--- src/hw/rtl/i2c_master_bit_sequencer_top_assert.svh ---
// ---------------------------------------------------------------------------
// I2C master bit sequencer assertion macros
// Concurrent property wrappers for the sequencer top level.
// ---------------------------------------------------------------------------
`ifndef I2C_MASTER_BIT_SEQUENCER_TOP_ASSERT_SVH
`define I2C_MASTER_BIT_SEQUENCER_TOP_ASSERT_SVH

// Same-cycle implication, disabled during reset.
`define I2CMBS_ASSERT_NOW(lbl, clk, rst_n, ante, cons, msg) \
  lbl: assert property (@(posedge clk) disable iff (!rst_n) (ante) |-> (cons)) \
    else $error(msg);

// Next-cycle implication, disabled during reset.
`define I2CMBS_ASSERT_NEXT(lbl, clk, rst_n, ante, cons, msg) \
  lbl: assert property (@(posedge clk) disable iff (!rst_n) (ante) |=> (cons)) \
    else $error(msg);

`endif

--- src/hw/rtl/i2cmbs_pkg.sv ---
// ---------------------------------------------------------------------------
// I2C master bit sequencer package
// Types, codes and timing constants shared by the sequencer modules.
// ---------------------------------------------------------------------------
package i2cmbs_pkg;

  typedef enum logic [2:0] {
    CMD_NONE  = 3'd0,
    CMD_START = 3'd1,
    CMD_STOP  = 3'd2,
    CMD_SEND  = 3'd3,
    CMD_READ  = 3'd4,
    CMD_WACK  = 3'd5
  } cmd_e;

  typedef enum logic [3:0] {
    PH_IDLE    = 4'd0,
    PH_ST_A    = 4'd1,
    PH_ST_B    = 4'd2,
    PH_SP_A    = 4'd3,
    PH_SP_B    = 4'd4,
    PH_SP_C    = 4'd5,
    PH_SB_SET  = 4'd6,
    PH_SB_HIGH = 4'd7,
    PH_SB_LOW  = 4'd8,
    PH_RB_LOW  = 4'd9,
    PH_RB_HIGH = 4'd10,
    PH_AK_LOW  = 4'd11,
    PH_AK_HIGH = 4'd12,
    PH_WA_A    = 4'd13,
    PH_WA_B    = 4'd14,
    PH_WA_P    = 4'd15
  } phase_e;

  localparam int unsigned DelayW = 3;
  localparam int unsigned BitW   = 3;

  // hold counts minus one (ticks a pin setting stays)
  localparam logic [DelayW-1:0] Hold1 = 3'd0;
  localparam logic [DelayW-1:0] Hold2 = 3'd1;
  localparam logic [DelayW-1:0] Hold5 = 3'd4;
  localparam logic [DelayW-1:0] Hold6 = 3'd5;

  localparam logic [BitW-1:0] LastBit = 3'd7;
  localparam logic [7:0] AckLimitRst = 8'd250;

  typedef struct packed {
    logic [2:0] command;
    logic [7:0] tx_byte;
    logic       ack_to_send;
    logic       sda_sample;
  } cmd_item_t;

  typedef struct packed {
    logic       scl_level;
    logic       sda_level;
    logic       sda_drive;
    logic       busy_res;
    logic       done_res;
    logic [7:0] rx_byte;
    logic       ack_failed;
  } res_item_t;

  typedef struct packed {
    logic in_full;
    logic take;
    logic out_free;
  } stage_ctrl_t;

endpackage

--- src/hw/rtl/i2cmbs_intf.sv ---
// ---------------------------------------------------------------------------
// I2C master bit sequencer channels
// Valid/ready channels for tick commands and pin results.
// ---------------------------------------------------------------------------
interface i2cmbs_cmd_if;
  logic       valid;
  logic       ready;
  logic [2:0] command;
  logic [7:0] tx_byte;
  logic       ack_to_send;
  logic       sda_sample;

  modport source (output valid, command, tx_byte, ack_to_send, sda_sample, input ready);
  modport sink   (input valid, command, tx_byte, ack_to_send, sda_sample, output ready);
endinterface

interface i2cmbs_res_if;
  logic       valid;
  logic       ready;
  logic       scl_level;
  logic       sda_level;
  logic       sda_drive;
  logic       busy_res;
  logic       done_res;
  logic [7:0] rx_byte;
  logic       ack_failed;

  modport source (output valid, scl_level, sda_level, sda_drive, busy_res, done_res,
                  rx_byte, ack_failed, input ready);
  modport sink   (input valid, scl_level, sda_level, sda_drive, busy_res, done_res,
                  rx_byte, ack_failed, output ready);
endinterface

--- src/hw/rtl/i2cmbs_in_stage.sv ---
// ---------------------------------------------------------------------------
// I2C master bit sequencer input stage
// Registers one tick item; refills in the same cycle the core takes it.
// ---------------------------------------------------------------------------
module i2cmbs_in_stage
  import i2cmbs_pkg::*;
(
  input  logic            clk_i,
  input  logic            rst_ni,
  i2cmbs_cmd_if.sink      cmd_i,
  input  stage_ctrl_t     ctrl_i,
  output logic            full_o,
  output cmd_item_t       item_o
);

  logic      full_q, full_d;
  cmd_item_t item_q;
  logic      load;

  assign cmd_i.ready = !full_q || ctrl_i.take;
  assign load        = cmd_i.valid && cmd_i.ready;
  assign full_d      = load || (full_q && !ctrl_i.take);

  always_ff @(posedge clk_i or negedge rst_ni) begin
    if (!rst_ni) begin
      full_q <= 1'b0;
    end else begin
      full_q <= full_d;
    end
  end

  always_ff @(posedge clk_i) begin
    if (load) begin
      item_q <= '{command:     cmd_i.command,
                  tx_byte:     cmd_i.tx_byte,
                  ack_to_send: cmd_i.ack_to_send,
                  sda_sample:  cmd_i.sda_sample};
    end
  end

  assign full_o = full_q;
  assign item_o = item_q;

endmodule

--- src/hw/rtl/i2cmbs_core.sv ---
// ---------------------------------------------------------------------------
// I2C master bit sequencer core
// Phase machine and pin state; one tick advanced per transfer taken.
// ---------------------------------------------------------------------------
module i2cmbs_core
  import i2cmbs_pkg::*;
(
  input  logic        clk_i,
  input  logic        rst_ni,
  input  logic        cfg_we_i,
  input  logic [7:0]  cfg_wdata_i,
  input  stage_ctrl_t ctrl_i,
  input  cmd_item_t   item_i,
  output res_item_t   res_o
);

  phase_e            phase_q, phase_d;
  logic [DelayW-1:0] delay_q, delay_d;
  logic [BitW-1:0]   bit_q, bit_d;
  logic [7:0]        shift_q, shift_d;
  logic [7:0]        poll_q, poll_d;
  logic              scl_q, scl_d;
  logic              sda_q, sda_d;
  logic              drv_q, drv_d;
  logic              ackc_q, ackc_d;
  logic              fail_q, fail_d;
  logic [7:0]        rx_q, rx_d;
  logic [7:0]        limit_q;
  logic              done_d;

  always_ff @(posedge clk_i or negedge rst_ni) begin
    if (!rst_ni) begin
      limit_q <= AckLimitRst;
    end else if (cfg_we_i) begin
      limit_q <= cfg_wdata_i;
    end
  end

  always_ff @(posedge clk_i or negedge rst_ni) begin
    if (!rst_ni) begin
      phase_q <= PH_IDLE;
      delay_q <= '0;
      bit_q   <= '0;
      shift_q <= '0;
      poll_q  <= '0;
      scl_q   <= 1'b1;
      sda_q   <= 1'b1;
      drv_q   <= 1'b1;
      ackc_q  <= 1'b0;
      fail_q  <= 1'b0;
      rx_q    <= '0;
    end else if (ctrl_i.take) begin
      phase_q <= phase_d;
      delay_q <= delay_d;
      bit_q   <= bit_d;
      shift_q <= shift_d;
      poll_q  <= poll_d;
      scl_q   <= scl_d;
      sda_q   <= sda_d;
      drv_q   <= drv_d;
      ackc_q  <= ackc_d;
      fail_q  <= fail_d;
      rx_q    <= rx_d;
    end
  end

  always_comb begin
    phase_d = phase_q;
    delay_d = delay_q;
    bit_d   = bit_q;
    shift_d = shift_q;
    poll_d  = poll_q;
    scl_d   = scl_q;
    sda_d   = sda_q;
    drv_d   = drv_q;
    ackc_d  = ackc_q;
    fail_d  = fail_q;
    rx_d    = rx_q;
    done_d  = 1'b0;

    if (phase_q == PH_IDLE) begin
      unique case (cmd_e'(item_i.command))
        CMD_START: begin
          drv_d = 1'b1; sda_d = 1'b1; scl_d = 1'b1;
          phase_d = PH_ST_A; delay_d = Hold5;
        end
        CMD_STOP: begin
          drv_d = 1'b1; scl_d = 1'b0; sda_d = 1'b0;
          phase_d = PH_SP_A; delay_d = Hold1;
        end
        CMD_SEND: begin
          shift_d = item_i.tx_byte; bit_d = '0;
          drv_d = 1'b1; scl_d = 1'b0; sda_d = item_i.tx_byte[7];
          phase_d = PH_SB_SET; delay_d = Hold1;
        end
        CMD_READ: begin
          drv_d = 1'b0; sda_d = 1'b1; scl_d = 1'b0;
          bit_d = '0; shift_d = '0; ackc_d = item_i.ack_to_send;
          phase_d = PH_RB_LOW; delay_d = Hold2;
        end
        CMD_WACK: begin
          drv_d = 1'b0; sda_d = 1'b1; poll_d = '0; fail_d = 1'b0;
          phase_d = PH_WA_A; delay_d = Hold1;
        end
        default: ;
      endcase
    end else if (delay_q != '0) begin
      delay_d = delay_q - 1'b1;
    end else begin
      unique case (phase_q)
        PH_ST_A: begin sda_d = 1'b0; phase_d = PH_ST_B; delay_d = Hold6; end
        PH_ST_B: begin scl_d = 1'b0; phase_d = PH_IDLE; done_d = 1'b1; end
        PH_SP_A: begin scl_d = 1'b1; phase_d = PH_SP_B; delay_d = Hold6; end
        PH_SP_B: begin sda_d = 1'b1; phase_d = PH_SP_C; delay_d = Hold6; end
        PH_SB_SET: begin scl_d = 1'b1; phase_d = PH_SB_HIGH; delay_d = Hold2; end
        PH_SB_HIGH: begin scl_d = 1'b0; phase_d = PH_SB_LOW; delay_d = Hold2; end
        PH_SB_LOW: begin
          if (bit_q == LastBit) begin
            phase_d = PH_IDLE; done_d = 1'b1;
          end else begin
            bit_d   = bit_q + 1'b1;
            shift_d = {shift_q[6:0], 1'b0};
            sda_d   = shift_q[6];
            phase_d = PH_SB_SET; delay_d = Hold1;
          end
        end
        PH_RB_LOW: begin
          // sample on the rising SCL tick
          scl_d   = 1'b1;
          shift_d = {shift_q[6:0], item_i.sda_sample};
          phase_d = PH_RB_HIGH; delay_d = Hold1;
        end
        PH_RB_HIGH: begin
          scl_d = 1'b0;
          if (bit_q == LastBit) begin
            drv_d = 1'b1; sda_d = !ackc_q;
            phase_d = PH_AK_LOW; delay_d = Hold2;
          end else begin
            bit_d = bit_q + 1'b1;
            phase_d = PH_RB_LOW; delay_d = Hold2;
          end
        end
        PH_AK_LOW: begin scl_d = 1'b1; phase_d = PH_AK_HIGH; delay_d = Hold5; end
        PH_AK_HIGH: begin
          scl_d = 1'b0; rx_d = shift_q; phase_d = PH_IDLE; done_d = 1'b1;
        end
        PH_WA_A: begin scl_d = 1'b1; phase_d = PH_WA_B; delay_d = Hold1; end
        PH_WA_B, PH_WA_P: begin
          if (!item_i.sda_sample) begin
            scl_d = 1'b0; phase_d = PH_IDLE; done_d = 1'b1;
          end else if (poll_q >= limit_q) begin
            // timeout: flag it and fall into the stop sequence
            fail_d = 1'b1;
            drv_d = 1'b1; scl_d = 1'b0; sda_d = 1'b0;
            phase_d = PH_SP_A; delay_d = Hold1;
          end else begin
            poll_d = poll_q + 1'b1;
            phase_d = PH_WA_P; delay_d = Hold1;
          end
        end
        default: begin phase_d = PH_IDLE; delay_d = '0; done_d = 1'b1; end
      endcase
    end
  end

  assign res_o = '{scl_level:  scl_d,
                   sda_level:  sda_d,
                   sda_drive:  drv_d,
                   busy_res:   (phase_d != PH_IDLE),
                   done_res:   done_d,
                   rx_byte:    rx_d,
                   ack_failed: fail_d};

endmodule

--- src/hw/rtl/i2cmbs_out_stage.sv ---
// ---------------------------------------------------------------------------
// I2C master bit sequencer output stage
// Result register that holds a pin result until the sink takes it.
// ---------------------------------------------------------------------------
module i2cmbs_out_stage
  import i2cmbs_pkg::*;
(
  input  logic         clk_i,
  input  logic         rst_ni,
  input  stage_ctrl_t  ctrl_i,
  input  res_item_t    res_i,
  output logic         free_o,
  i2cmbs_res_if.source res_o
);

  logic      valid_q, valid_d;
  res_item_t res_q;

  assign free_o  = !valid_q || res_o.ready;
  assign valid_d = ctrl_i.take || (valid_q && !res_o.ready);

  always_ff @(posedge clk_i or negedge rst_ni) begin
    if (!rst_ni) begin
      valid_q <= 1'b0;
    end else begin
      valid_q <= valid_d;
    end
  end

  always_ff @(posedge clk_i) begin
    if (ctrl_i.take) begin
      res_q <= res_i;
    end
  end

  assign res_o.valid      = valid_q;
  assign res_o.scl_level  = res_q.scl_level;
  assign res_o.sda_level  = res_q.sda_level;
  assign res_o.sda_drive  = res_q.sda_drive;
  assign res_o.busy_res   = res_q.busy_res;
  assign res_o.done_res   = res_q.done_res;
  assign res_o.rx_byte    = res_q.rx_byte;
  assign res_o.ack_failed = res_q.ack_failed;

endmodule

--- src/hw/rtl/i2c_master_bit_sequencer_top.sv ---
// ---------------------------------------------------------------------------
// I2C master bit sequencer top level
// One input transfer per bus tick; drives SCL/SDA and reports status.
// ---------------------------------------------------------------------------
//  channel  | dir | modport | carries
//  cmd_i    | in  | sink    | command, tx_byte, ack_to_send, sda_sample
//  res_o    | out | source  | scl/sda levels, sda_drive, busy, done, rx_byte, ack_failed
//  cfg      | in  | we/data | ack_timeout_limit
//
// One tick per clock cycle; a tick transfer is taken every cycle while the
// result side keeps up. A tick passes through the input register, then the phase
// machine updates and loads the result register. A stalled result holds the
// tick in the input register and backs up cmd_i. Reset releases to idle with
// SCL, SDA high and driven; limit resets to 250.
module i2c_master_bit_sequencer_top
  import i2cmbs_pkg::*;
(
  input  logic         clk_i,
  input  logic         rst_ni,
  input  logic         cfg_we_i,
  input  logic [7:0]   cfg_wdata_i,
  i2cmbs_cmd_if.sink   cmd_i,
  i2cmbs_res_if.source res_o
);

  `include "i2c_master_bit_sequencer_top_assert.svh"

  stage_ctrl_t ctrl;
  cmd_item_t   item;
  res_item_t   res_next;
  logic        in_full;
  logic        out_free;

  assign ctrl.in_full  = in_full;
  assign ctrl.out_free = out_free;
  assign ctrl.take     = in_full && out_free;

  i2cmbs_in_stage u_in (
    .clk_i  (clk_i),
    .rst_ni (rst_ni),
    .cmd_i  (cmd_i),
    .ctrl_i (ctrl),
    .full_o (in_full),
    .item_o (item)
  );

  i2cmbs_core u_core (
    .clk_i       (clk_i),
    .rst_ni      (rst_ni),
    .cfg_we_i    (cfg_we_i),
    .cfg_wdata_i (cfg_wdata_i),
    .ctrl_i      (ctrl),
    .item_i      (item),
    .res_o       (res_next)
  );

  i2cmbs_out_stage u_out (
    .clk_i  (clk_i),
    .rst_ni (rst_ni),
    .ctrl_i (ctrl),
    .res_i  (res_next),
    .free_o (out_free),
    .res_o  (res_o)
  );

  `I2CMBS_ASSERT_NOW(a_done_not_busy, clk_i, rst_ni, res_o.valid,
                     !(res_o.done_res && res_o.busy_res), "done while still busy")
  `I2CMBS_ASSERT_NOW(a_released_high, clk_i, rst_ni, res_o.valid,
                     res_o.sda_drive || res_o.sda_level, "released SDA not high")
  `I2CMBS_ASSERT_NEXT(a_take_gives_result, clk_i, rst_ni, ctrl.take,
                      res_o.valid, "taken tick produced no result")

endmodule
--- src/flat_wrapper.sv ---
// flat-port wrapper written by rule: the top's interface ports become plain ports
module i2c_master_bit_sequencer_top_flat import i2cmbs_pkg::*;
  (clk_i, rst_ni, cfg_we_i, cfg_wdata_i, cmd_i_valid, cmd_i_command, cmd_i_tx_byte, cmd_i_ack_to_send, cmd_i_sda_sample, cmd_i_ready, res_o_valid, res_o_scl_level, res_o_sda_level, res_o_sda_drive, res_o_busy_res, res_o_done_res, res_o_rx_byte, res_o_ack_failed, res_o_ready);
  i2cmbs_cmd_if cmd_i_i ();
  i2cmbs_res_if res_o_i ();
  input  logic clk_i;
  input  logic rst_ni;
  input  logic cfg_we_i;
  input  logic [7:0] cfg_wdata_i;
  input wire logic [$bits(cmd_i_i.valid)-1:0] cmd_i_valid;
  input wire logic [$bits(cmd_i_i.command)-1:0] cmd_i_command;
  input wire logic [$bits(cmd_i_i.tx_byte)-1:0] cmd_i_tx_byte;
  input wire logic [$bits(cmd_i_i.ack_to_send)-1:0] cmd_i_ack_to_send;
  input wire logic [$bits(cmd_i_i.sda_sample)-1:0] cmd_i_sda_sample;
  output wire logic [$bits(cmd_i_i.ready)-1:0] cmd_i_ready;
  output wire logic [$bits(res_o_i.valid)-1:0] res_o_valid;
  output wire logic [$bits(res_o_i.scl_level)-1:0] res_o_scl_level;
  output wire logic [$bits(res_o_i.sda_level)-1:0] res_o_sda_level;
  output wire logic [$bits(res_o_i.sda_drive)-1:0] res_o_sda_drive;
  output wire logic [$bits(res_o_i.busy_res)-1:0] res_o_busy_res;
  output wire logic [$bits(res_o_i.done_res)-1:0] res_o_done_res;
  output wire logic [$bits(res_o_i.rx_byte)-1:0] res_o_rx_byte;
  output wire logic [$bits(res_o_i.ack_failed)-1:0] res_o_ack_failed;
  input wire logic [$bits(res_o_i.ready)-1:0] res_o_ready;
  assign cmd_i_i.valid = cmd_i_valid;
  assign cmd_i_i.command = cmd_i_command;
  assign cmd_i_i.tx_byte = cmd_i_tx_byte;
  assign cmd_i_i.ack_to_send = cmd_i_ack_to_send;
  assign cmd_i_i.sda_sample = cmd_i_sda_sample;
  assign cmd_i_ready = cmd_i_i.ready;
  assign res_o_valid = res_o_i.valid;
  assign res_o_scl_level = res_o_i.scl_level;
  assign res_o_sda_level = res_o_i.sda_level;
  assign res_o_sda_drive = res_o_i.sda_drive;
  assign res_o_busy_res = res_o_i.busy_res;
  assign res_o_done_res = res_o_i.done_res;
  assign res_o_rx_byte = res_o_i.rx_byte;
  assign res_o_ack_failed = res_o_i.ack_failed;
  assign res_o_i.ready = res_o_ready;
  i2c_master_bit_sequencer_top u_core (.clk_i(clk_i), .rst_ni(rst_ni), .cfg_we_i(cfg_we_i), .cfg_wdata_i(cfg_wdata_i), .cmd_i(cmd_i_i), .res_o(res_o_i));
endmodule
--- config.mk ---
export PLATFORM = sky130hd
export DESIGN_NAME = i2c_master_bit_sequencer_top_flat
export DESIGN_NICKNAME = d
export VERILOG_FILES = /design/src/hw/rtl/i2cmbs_pkg.sv /design/src/hw/rtl/i2cmbs_intf.sv /design/src/hw/rtl/i2cmbs_in_stage.sv /design/src/hw/rtl/i2cmbs_core.sv /design/src/hw/rtl/i2cmbs_out_stage.sv /design/src/hw/rtl/i2c_master_bit_sequencer_top.sv /design/src/flat_wrapper.sv
export VERILOG_INCLUDE_DIRS = /design/src /design/src/hw/rtl
export SDC_FILE = /design/constraint.sdc
export NUM_CORES = 1
export LEC_CHECK = 0
export BUFFER_PORTS_ARGS = -buffer_cell sky130_fd_sc_hd__buf_2
export CORE_MARGIN = 8
export CORE_UTILIZATION = 51
export DETAILED_ROUTE_END_ITERATION = 10
export GPL_TIMING_DRIVEN = 0
export MAX_ROUTING_LAYER = met4
export PLACE_DENSITY = 0.73
export SETUP_SLACK_MARGIN = 0.2
export SLEW_MARGIN = 20
export SYNTH_ARGS = -nofsm -noshare
export SYNTH_HDL_FRONTEND = slang
export SYNTH_SLANG_ARGS = --single-unit
--- constraint.sdc ---
create_clock -name clk_i -period 2.2 [get_ports clk_i]
set_input_delay 0.22 -clock clk_i [delete_from_list [all_inputs] [get_ports clk_i]]
set_output_delay 0.22 -clock clk_i [all_outputs]
set_load 0.005 [all_outputs]
Yosys cells after proc, flatten, opt, wreduce, memory -nomap -nowiden

Cells that the tools add are included.

Register bits after elaboration: 76
Input bits: 26
Output and inout bits: 16

$add $sub $neg: 3
$lt $le $gt $ge: 1
Eq/ne operators: 31
Multiplexer cells: 63
Reduce and logical (&&, ||, !) cells: 40

Operator list:

| operator              | number |
|---|---|
| $mux W8               | 12 |
| $pmux W4 S11          | 1 |
| $eq A4 B4 Y1 const B  | 8 |
| $pmux W8 S2           | 2 |
| $mux W3               | 10 |
| $mux W1               | 23 |
| $pmux W4 S5           | 1 |
| $pmux W3 S6           | 1 |
| $reduce_or A3 Y1      | 6 |
| $mux W4               | 4 |
| $reduce_and A5 Y1     | 3 |
| $eq A4 B3 Y1 const B  | 3 |
| $reduce_or A2 Y1      | 6 |
| $eq A3 B3 Y1 const B  | 3 |
| $pmux W1 S3           | 3 |
| $pmux W3 S3           | 1 |
| $reduce_or A9 Y1      | 1 |
| $add A8 B1 Y8 const B | 1 |
| $eq A4 B2 Y1 const B  | 2 |
| $ge A8 B8 Y1          | 1 |
| $ne A2 B2 Y1 const B  | 4 |
| $eq A3 B2 Y1 const B  | 2 |
| $ne A3 B1 Y1 const B  | 2 |
| $pmux W1 S2           | 3 |
| other kinds (22)      | 35 |

Logic depth before layout (Yosys ltp)

Gate-level depths: netlist (run 1).

Word-level depth: 7
Gate-level depth with buffers: 9
Gate-level depth less buffers: 7

Cells and area by module

From an unflattened synthesis (run 1), not the netlist that was laid out.

Cells, all modules: 429
Area, all modules: 4261.6 um2

Modules (own cells, without submodules):

| module                       | times used | cells each | area an instance (um2) | seq. area each (um2) |
|---|---|---|---|---|
| i2cmbs_core                  | 1          | 394        | 3343.2                 | 1187.4 |
| i2cmbs_out_stage             | 1          | 17         | 467.9                  | 445.4 |
| i2cmbs_in_stage              | 1          | 17         | 444.2                  | 415.4 |
| i2c_master_bit_sequencer_top | 1          | 1          | 6.3                    | 0.0 |

Worst setup path after synthesis (run 1)

Ideal clock, no wire load.

Kind: flip-flop to flip-flop
Start point: register u_core.u_core.delay_q[0]
End point: register u_core.u_out.res_q, in the netlist u_core.u_out.res_o.scl_level, data pin
Arrival: 1852 ps
Data required time: 1938 ps
Slack: 86 ps
Cell stages (with the launch flop): 9
Path buffers: 3
Clock period less this slack: 2114 ps
Path through: dfrtp_1 > nor2_1 > ha_1 > clkbuf_1 > clkbuf_1 > clkbuf_1 > a31oi_1 > a41oi_1 > nand2_1

RTL lines:

| item                   | RTL line               | source |
|---|---|---|
| start, declared        | i2cmbs_core.sv:18      | `logic [DelayW-1:0] delay_q, delay_d;` |
| start signal, assigned | i2cmbs_core.sv:54      | `delay_q <= delay_d;` |
| end signal, assigned   | i2cmbs_out_stage.sv:32 | `res_q <= res_i;` |
| end, declared          | i2cmbs_out_stage.sv:17 | `res_item_t res_q;` |

Worst setup path in the final report (run 1)

Start point: register u_core.u_core.bit_q[1]
End point: register u_core.u_core.delay_q[2]

Longest elaborated chain between the ends: 3

Ends and longest elaborated chain:

| item                               | RTL line           | source |
|---|---|---|
| start, declared                    | i2cmbs_core.sv:19  | `logic [BitW-1:0] bit_q, bit_d;` |
| start signal, assigned             | i2cmbs_core.sv:55  | `bit_q <= bit_d;` |
| $eq A3 B3 Y1                       | i2cmbs_core.sv:118 | `if (bit_q == LastBit) begin` |
| $ne A4 B4 Y1 (no source line)      | n/a                |  |
| $reduce_and A5 Y1 (no source line) | n/a                |  |

No other way between the ends.
A chain may end at the register's enable or synchronous reset.

==> results_dict.tcl, run 1 <==
set metrics [dict create \
    synthTopCellsByArea "dfrtp_1, edfxtp_1, dfstp_2" \
    via_per_inst 6.03 \
    synth_edf_count 27 \
    fmax_mhz 469 \
    use_met1_pct 24.5 \
    yosys_warnings 0 \
    synthArstFlopShare_pct 64.5 \
    worst_pin_slew_ps 633 \
    n_fill_cell 651 \
    postSynthCellCount 407 \
    holdWs_ps 35.1 \
    path_max_fanout 6 \
    relSlewSlack_pct 57.8 \
    synth_ff_type "dfrtp_1" \
    hpwl_um 7440 \
    final_util_pct 65.9 \
    numPlacedInstances 553 \
    tritoncts "done" \
    cp-end-kind "flip-flop" \
    yosysTopAreaCell "dfrtp_1" \
    insertion_delay_ps 360 \
    drc 0 \
    cts_root_buffer "clkbuf_8" \
    die_w_um 107 \
    ios 42 \
    syn_to_final_growth_pct 27.3 \
    synth_nets 447 \
    synth_commonest_cells "dfrtp_1, o21ai_0, nand2_1" \
    final.setup_skew_ps 16.0 \
    instances_no_fill 598 \
    max-cap-violations 0 \
    clk_path_buf_depth 2 \
    vias 3606 \
    grt_pass1_vias 3442 \
    status "complete, no violations" \
    clk_pin_slew_ps 80 \
    synth-seq-area-share_pct 48.9 \
    met3_usage_pct 4.08 \
    required_ps 2430 \
    antenna_found_initial 0 \
    io_buffer_count 41 \
    synth.avg_cell_area_um2 10.3 \
    nets 528 \
    grtUsageMet2_pct 29.0 \
    setup_violations 0 \
    hp-class "input port to flip-flop" \
    yosysMostFrequentCell "dfrtp_1" \
    htreeDepth 3 \
    synthesis.area_um2 4190 \
    avgRoutedWirePerCell_um 18.6 \
    grt-ovfl-total 0 \
    die_area_um2 11400 \
    worst-setup-path-type "flip-flop to flip-flop" \
    core_area_um2 8090 \
    grt_pass1_wl_um 17000 \
    cts.sinks 76 \
    rows 33 \
    track_usage_pct 19.2 \
    synth-seq-cells 76 \
    critPathArrivalTime_ps 2360 \
    vdd_drop_max_uv 611 \
    ys_types 60 \
    power.leakage_nw 2.22 \
    die_h_um 107 \
    p_per_area_nw_per_um2 1270 \
    start_util_pct 51.8 \
    maxSlewViolCount 0 \
    cts_made_buffers 9 \
    fin_crit_sh_pct 96.8 \
    worstSetupStartpointType "flip-flop" \
    finalCriticalPeriod_ps 2130 \
    ant_nets 0 \
    report.final.hold_viol_count 0 \
    gp_congestion 0.941 \
    grt_start_max_net_pins 50 \
    antenna_cells 0 \
    grt.busiest_layer "met2" \
    drtIter0Drc 291 \
    first_pass_iters 5 \
    tns_ps 0 \
    rsz0062_at_grt "true" \
    wl_um 11100 \
    yosysTopAreaCellShare_pct 23.9 \
    drive_gt1_share_pct 37.9 \
]
==> state kept, by name, indices dropped and copies added (netlist names), 3 cells and up <==
| name | cells |
|---|---|
| u_core.u_core.bit_q | 3 |
| u_core.u_core.rx_q | 8 |
| u_core.u_core.delay_q | 3 |
| u_core.u_core.limit_q | 8 |
| u_core.u_core.shift_q | 8 |
| u_core.u_core.poll_q | 8 |
| u_core.u_core.phase_q | 4 |
| u_core.u_out.res_o.rx_byte | 8 |
| u_core.u_in.item_o | 13 |
==> final cells by class <==
class | instances | area (um^2) | area share, %
tap | 105 | 131 | 2.46
timing repair buffer | 70 | 445 | 8.35
sequential | 76 | 2050 | 38.4
multi-input combinational | 285 | 2210 | 41.4
buffer | 25 | 190 | 3.56
clock inverter | 5 | 82.6 | 1.55
clock buffer | 11 | 141 | 2.65
inverter | 21 | 86.3 | 1.62
==> final timing paths <==
| kind | startpoint | end | slack, ps | cells past startpoint |
|---|---|---|---|---|
| setup reg to reg | u_core.u_core.bit_q[1] | u_core.u_core.delay_q[2] | 70 | 7 |
| hold reg to reg | u_core.u_in.item_o[1] | u_core.u_core.ackc_q | 480 | 1 |
| max in group asynchronous | rst_ni | u_core.u_core.phase_q[1] | 1320 | 2 |
| min in group asynchronous | rst_ni | u_core.u_core.poll_q[1] | 420 | 2 |
| setup / recovery | u_core.u_core.bit_q[1] | u_core.u_core.delay_q[2] | 70 | 7 |
| hold / removal | cmd_i_tx_byte[2] | u_core.u_in.item_o[4] | 40 | 1 |
==> routing by layer <==
layer	up-vias	part of all wire [%]
met5	-	0
met4	0	2.8
met3	30	5.3
met2	140	48
met1	1755	44
li1	1681	-
==> cell families after synthesis <==
| group | share of synthesized area (%) |
|---|---|
| AND/OR/NAND/NOR | 16.9 |
| AO/OA/AOI/OAI | 18.4 |
| flip-flops | 48.9 |
| buffers and inverters | 5.16 |
| multiplexers | 6.12 |
| adder cells (fa/ha/maj) | 4.18 |
| XOR/XNOR | 0.418 |
==> layout by cell type, fill, tap and decap left out, drive strengths merged, types with 4 or more instances in the layout <==
master	instances
a21oi	27
a22oi	11
a31oi	8
a41oi	4
buf	86
clkbuf	19
dfrtp	40
dfstp	9
edfxtp	27
ha	14
inv	20
mux2	21
nand2	35
nand2b	9
nand3	12
nand4	6
nor2	24
nor2b	12
nor3	6
o211ai	5
o21a	5
o21ai	37
o31ai	4
==> where the power goes <==
part | switching, mW | total, mW | internal [mW]
registers | 0.285 | 2.21 | 1.92
clock network | 0.527 | 1.20 | 0.674
logic | 1.87 | 3.35 | 1.47
==> stage by stage <==
| step | setup slack (ps) | total power [mW] | instance area [um^2] |
|---|---|---|---|
| floorplan | 201 | 4.01 | 4200 |
| global placement | -273 | 4.75 | 4540 |
| detailed placement | -278 | 4.78 | 4540 |
| CTS | 136 | 6.25 | 4990 |
| global route | -9.80 | 7.14 | 5340 |
| finish | 69.6 | 6.76 | 5340 |
==> timing repair <==
action	CTS	global route
hold buffers	0	1
gates cloned	0	1
gates resized for setup	32	53
pin swaps	11	15
endpoints found under the hold margin	0	40
setup endpoints to repair	50	38
setup buffers	12	15
==> worst max-delay path, cell delays in order (launching register included) <==
cell and delay [ps]:
dfrtp_1 390, ha_2 200, ha_4 200, nor2_4 100, and4b_1 230, a311oi_2 290, o21a_1 270, mux2_4 320
No activity file was read; power rests on OpenSTA's default activity.
==> run 2: changes to the inputs <==
--- a/config.mk
+++ b/config.mk
@@ -6,13 +6,13 @@
 export SDC_FILE = /design/constraint.sdc
 export NUM_CORES = 1
 export LEC_CHECK = 0
-export BUFFER_PORTS_ARGS = -buffer_cell sky130_fd_sc_hd__buf_2
 export CORE_MARGIN = 8
 export CORE_UTILIZATION = 51
 export DETAILED_ROUTE_END_ITERATION = 10
+export DONT_BUFFER_PORTS = 1
 export GPL_TIMING_DRIVEN = 0
 export MAX_ROUTING_LAYER = met4
-export PLACE_DENSITY = 0.73
+export PLACE_DENSITY = 0.69
 export SETUP_SLACK_MARGIN = 0.2
 export SLEW_MARGIN = 20
 export SYNTH_ARGS = -nofsm -noshare
==> run 2 against run 1 <==
Net effect: combinational power decreased by 3%; global-route usage increased by 1.2 points; largest power group unchanged; sequential share of layout area down 0.079 points; register-to-register slack improved by 60 ps; clock power decreased by 16%; first-iteration DRC count grew 16%; hold slack worse by 20 ps; final cell count down 2.7%; count of clock-buffer cells in the layout shrank 2.
==> results_dict.tcl, run 2 (synthesized netlist as in run 1, its figures left out) <==
set metrics [dict create \
    status "complete, no violations" \
    place_area_um2 4330 \
    reg2reg_from "u_core.u_core.bit_q[1]" \
    hpwl_um 7270 \
    fin_crit_sh_pct 94.2 \
    n_fill_cell 614 \
    insertion_delay_ps 360 \
    grt_pass1_vias 3369 \
    die_w_um 107 \
    clk_pin_slew_ps 90 \
    antenna_cells 0 \
    comb_power_share_pct 50.0 \
    gp_congestion 0.950 \
    htreeDepth 3 \
    required_ps 2440 \
    die_area_um2 11400 \
    start_util_pct 51.8 \
    final_common_cell "dfrtp_1" \
    numPlacedInstances 512 \
    core_area_um2 8090 \
    rows 33 \
    nets 512 \
    switching_share_pct 41.6 \
    final.setup_skew_ps 14.6 \
    antenna_found_initial 0 \
    finalCriticalPeriod_ps 2070 \
    rsz0062_at_grt "true" \
    worstSetupStartpointType "flip-flop" \
    relSlewSlack_pct 64.8 \
    drc 0 \
    grt-ovfl-total 0 \
    intPower_mw 3.81 \
    fin_area_um2 5350 \
    die_h_um 107 \
    ant_nets 0 \
    switchingPower_mw 2.71 \
    largest_register_ffs 13 \
    cts_root_buffer "clkbuf_8" \
    vdd_drop_max_uv 645 \
    startpoint "u_core.u_core.bit_q[1]" \
    max-cap-violations 0 \
    cts.sinks 76 \
    io_buffer_count 0 \
    maxSlewViolCount 0 \
    drtIter0Drc 337 \
    path_max_fanout 5 \
    syn_to_final_growth_pct 27.7 \
    avgRoutedWirePerCell_um 19.8 \
    power.leakage_nw 2.15 \
    vias 3567 \
    setup_violations 0 \
    clk_path_buf_depth 2 \
    grt_start_max_net_pins 50 \
    cp-end-kind "flip-flop" \
    via_per_inst 6.13 \
    layout_common_cells "dfrtp_1, nand2_1, buf_4" \
    grt_pass1_wl_um 17800 \
    track_usage_pct 20.4 \
    cts_made_buffers 9 \
    clock_power_share_pct 15.5 \
    worst_pin_slew_ps 528 \
    fmax_mhz 483 \
    report.final.hold_viol_count 0 \
    critPathArrivalTime_ps 2310 \
    instances_no_fill 582 \
    tritoncts "done" \
    drive_gt1_share_pct 32.3 \
    power_frac_seq_pct 34.5 \
    p_per_area_nw_per_um2 1220 \
    first_pass_iters 5 \
    hp-class "input port to flip-flop" \
    worst-setup-path-type "flip-flop to flip-flop" \
    hold_start "cfg_wdata_i[0]" \
    ios 42 \
    wl_um 11500 \
]
[run 2: cell count changes in the layout (fill, tap and decap cells not counted), sizes merged]
cell         previous run  this run
clkinv                  2         1
bufinv                  2         0
buf                    86        48
clkbuf                 19        17
clkinvlp                2         4
inv                    20        23
dlygate4sd3             1        23
[run 2: what timing repair did]
action | in CTS | in global routing
hold endpoints to repair | 70 | 0
resized for setup | 40 | 52
buffers inserted | 12 | 18
hold buffers | 24 | 0
pin swaps | 12 | 20
setup endpoints to repair | 50 | 44
[run 2: final cells by class]
cell class	instances	area [um^2]	area share, %
Multi-Input combinational cell	285	2190	41.0
Sequential cell	76	2050	38.4
Timing Repair Buffer	54	499	9.32
Buffer	25	208	3.88
Tap cell	105	131	2.45
Clock buffer	9	124	2.31
Inverter	21	86.3	1.61
Clock inverter	7	57.6	1.08
[run 2: path summary, 6_finish.rpt]
check | end | cells after the start | slack (ps)
worst max-delay path | u_core.u_core.delay_q[0] | 7 | 130
worst min-delay path | u_core.u_core.limit_q[0] | 1 | 20
worst max register to register | u_core.u_core.delay_q[0] | 7 | 130
worst min register to register | u_core.u_core.rx_q[1] | 1 | 510
max in group asynchronous | u_core.u_core.limit_q[1] | 2 | 1530
min in group asynchronous | u_core.u_core.shift_q[5] | 2 | 390
[run 2: power groups by stage]
stage	Sequential, mW	Clock (mW)	Combinational, mW
floorplan	2.15	0	1.87
global placement	2.24	0	2.43
detailed placement	2.26	0	2.44
CTS	2.24	1.02	2.76
global route	2.30	1.07	3.52
finish	2.25	1.01	3.26
[run 2: worst max-delay path, cell delays in order, from the launching register on]
cell	delay, ps
dfrtp_1	410
ha_2	210
ha_4	190
nor2_4	80
and4b_1	200
a311oi_2	290
o21a_1	260
mux2_4	320
[run 2: metrics by stage]
step | power [mW] | utilization, % | setup TNS [ps] | worst slack [ps] | hold slack, ps
after floorplan | 4.01 | - | 0 | 201 | -75.6
after global placement | 4.67 | 53.6 | -1730 | -246 | -74.4
after detailed placement | 4.70 | 53.6 | -2940 | -270 | -74.4
after CTS | 6.03 | 62.2 | 0 | 58.8 | 1.42
after global routing | 6.88 | 66.2 | 0 | 47.9 | 7.20
final | 6.52 | 66.2 | 0 | 128 | 15.2
[run 2: layer usage]
layer / share of wire [%] / track usage (%) / up-vias
met1: 42 / 26.8 / 1747
met5: 0 / - / -
met4: 2.7 / 8.14 / 0
li1: - / - / 1631
met2: 48 / 30.4 / 162
met3: 7.3 / 4.14 / 27
==> run 3: changes to the inputs <==
--- a/config.mk
+++ b/config.mk
@@ -6,13 +6,13 @@
 export SDC_FILE = /design/constraint.sdc
 export NUM_CORES = 1
 export LEC_CHECK = 0
-export CORE_MARGIN = 8
+export CORE_MARGIN = 1
 export CORE_UTILIZATION = 51
 export DETAILED_ROUTE_END_ITERATION = 10
 export DONT_BUFFER_PORTS = 1
 export GPL_TIMING_DRIVEN = 0
 export MAX_ROUTING_LAYER = met4
-export PLACE_DENSITY = 0.69
+export PLACE_DENSITY = 0.66
 export SETUP_SLACK_MARGIN = 0.2
 export SLEW_MARGIN = 20
 export SYNTH_ARGS = -nofsm -noshare
==> constraint.sdc (replaced) <==
create_clock -name clk_i -period 2.3 [get_ports clk_i]
set_input_delay 0.23 -clock clk_i [delete_from_list [all_inputs] [get_ports clk_i]]
set_output_delay 0.23 -clock clk_i [all_outputs]
set_load 0.005 [all_outputs]
==> run 3 against run 2 <==
Net effect: worst setup slack hardly changed; hold slack gained 18 ps; die area decreased by 25%; sequential power is 4% lower; combinational power shrank 10%; count of clock-buffer cells in the layout rose by 1.
==> results_dict.tcl, run 3 (synthesized netlist as in run 1, its figures left out) <==
set metrics [dict create \
    worst-setup-path-type "flip-flop to flip-flop" \
    start_util_pct 53.4 \
    gp_congestion 0.991 \
    antenna_cells 0 \
    layout_common_cells "dfrtp_1, nand2_1, o21ai_0" \
    place_area_um2 4320 \
    power.leakage_nw 2.06 \
    required_ps 2530 \
    switchingPower_mw 2.49 \
    clk_pin_slew_ps 80 \
    maxSlewViolCount 0 \
    drive_gt1_share_pct 27.3 \
    setup_violations 0 \
    worst_pin_slew_ps 634 \
    drtIter0Drc 271 \
    via_per_inst 6.07 \
    path_max_fanout 7 \
    clock_power_share_pct 15.1 \
    clk_path_buf_depth 2 \
    syn_to_final_growth_pct 22.1 \
    core_area_um2 7850 \
    status "complete, no violations" \
    switching_share_pct 41.6 \
    hp-class "input port to flip-flop" \
    final.setup_skew_ps 14.1 \
    final_util_pct 65.2 \
    critPathArrivalTime_ps 2400 \
    fin_crit_sh_pct 94.4 \
    fmax_mhz 460 \
    p_per_area_nw_per_um2 1170 \
    cts_root_buffer "clkbuf_8" \
    report.final.hold_viol_count 0 \
    wl_um 10800 \
    rsz0062_at_grt "true" \
    nets 500 \
    grt_pass1_wl_um 17100 \
    insertion_delay_ps 350 \
    max-cap-violations 0 \
    die_h_um 92.7 \
    drc 0 \
    cts.sinks 76 \
    rows 32 \
    grt_start_max_net_pins 50 \
    grt_pass1_vias 3315 \
    dp_slack_ps -407 \
    track_usage_pct 27.4 \
    tritoncts "done" \
    cp-end-kind "flip-flop" \
    htreeDepth 3 \
    ant_nets 0 \
    cts_made_buffers 9 \
    die_w_um 92.7 \
    avgRoutedWirePerCell_um 19.0 \
    final_common_cell "dfrtp_1" \
    first_pass_iters 5 \
    worst_slack_ps 128 \
    vdd_drop_max_uv 560 \
    relSlewSlack_pct 57.6 \
    io_buffer_count 0 \
    hpwl_um 7210 \
    vias 3441 \
    antenna_found_initial 0 \
    fin_area_um2 5120 \
    finalCriticalPeriod_ps 2170 \
    largest_register_ffs 13 \
    ios 42 \
    worstSetupStartpointType "flip-flop" \
    comb_power_share_pct 49.0 \
    die_area_um2 8580 \
    grt-ovfl-total 0 \
    intPower_mw 3.50 \
    power_frac_seq_pct 35.9 \
]
==> run 3: cell types whose count changed in the layout (fill, tap and decap cells not counted), moves of 3 or more <==
| cell | change |
|---|---|
| buf_4 | -10 |
| ha_4 | -3 |
| a21oi_2 | -3 |
| inv_1 | +3 |
| inv_2 | -3 |
==> run 3: critical path, cell delays in order (launching register included) <==
cell and delay [ps]:
dfrtp_1 400, ha_2 200, ha_4 200, nor2_4 90, and4b_1 220, a311oi_2 350, o21a_1 270, mux2_4 320
==> run 3: per-layer routing <==
layer  wire, um  global-route usage (%)
met1       4950                    37.4
met2       5000                    41.2
met3        587                    4.84
met4        242                    10.1
met5          0                       -
==> run 3: final timing paths <==
path                       slack (ps)                  endpoint                   start  depth (start not counted)
max                               130  u_core.u_core.delay_q[2]  u_core.u_core.bit_q[0]                          7
min                                30  u_core.u_core.limit_q[0]          cfg_wdata_i[0]                          1
max reg2reg                       130  u_core.u_core.delay_q[2]  u_core.u_core.bit_q[0]                          7
min reg2reg                       490    u_core.u_core.bit_q[0]  u_core.u_core.bit_q[0]                          1
max in group asynchronous        1600       u_core.u_core.drv_q                  rst_ni                          2
min in group asynchronous         420   u_core.u_core.poll_q[4]                  rst_ni                          2
==> run 3: cell type report <==
cell class	count	area (um^2)
Sequential cell	76	2050
Timing Repair Buffer	42	393
Buffer	25	186
Clock inverter	6	40.0
Tap cell	102	128
Inverter	21	86.3
Clock buffer	10	128
Multi-Input combinational cell	285	2110
Fill cell	648	2730
==> run 3: power groups by stage <==
stage / Sequential [mW] / Clock, mW / Combinational, mW
after floorplan: 2.05 / 0 / 1.77
after global placement: 2.13 / 0 / 2.33
after detailed placement: 2.16 / 0 / 2.33
after CTS: 2.13 / 0.922 / 2.55
after global routing: 2.20 / 0.979 / 3.19
final: 2.15 / 0.904 / 2.93
==> run 3: per-stage QoR <==
stage | cells | setup TNS, ps | total power, mW | hold slack (ps)
2_1_floorplan | 407 | 0 | 3.82 | -65.6
3_3_place_gp | 509 | -1870 | 4.46 | -64.7
3_5_place_dp | 509 | -2310 | 4.49 | -64.8
4_1_cts | 556 | 0 | 5.61 | 19.5
5_1_grt | 567 | 0 | 6.36 | 18.1
6_report | 567 | 0 | 5.99 | 33.1
==> run 3: timing repair <==
item	4_1_cts	5_1_grt
pin swaps	5	14
hold buffers	24	0
setup buffers	7	11
gates resized for setup	26	46
setup endpoints to repair	43	39
hold endpoints to repair	70	0
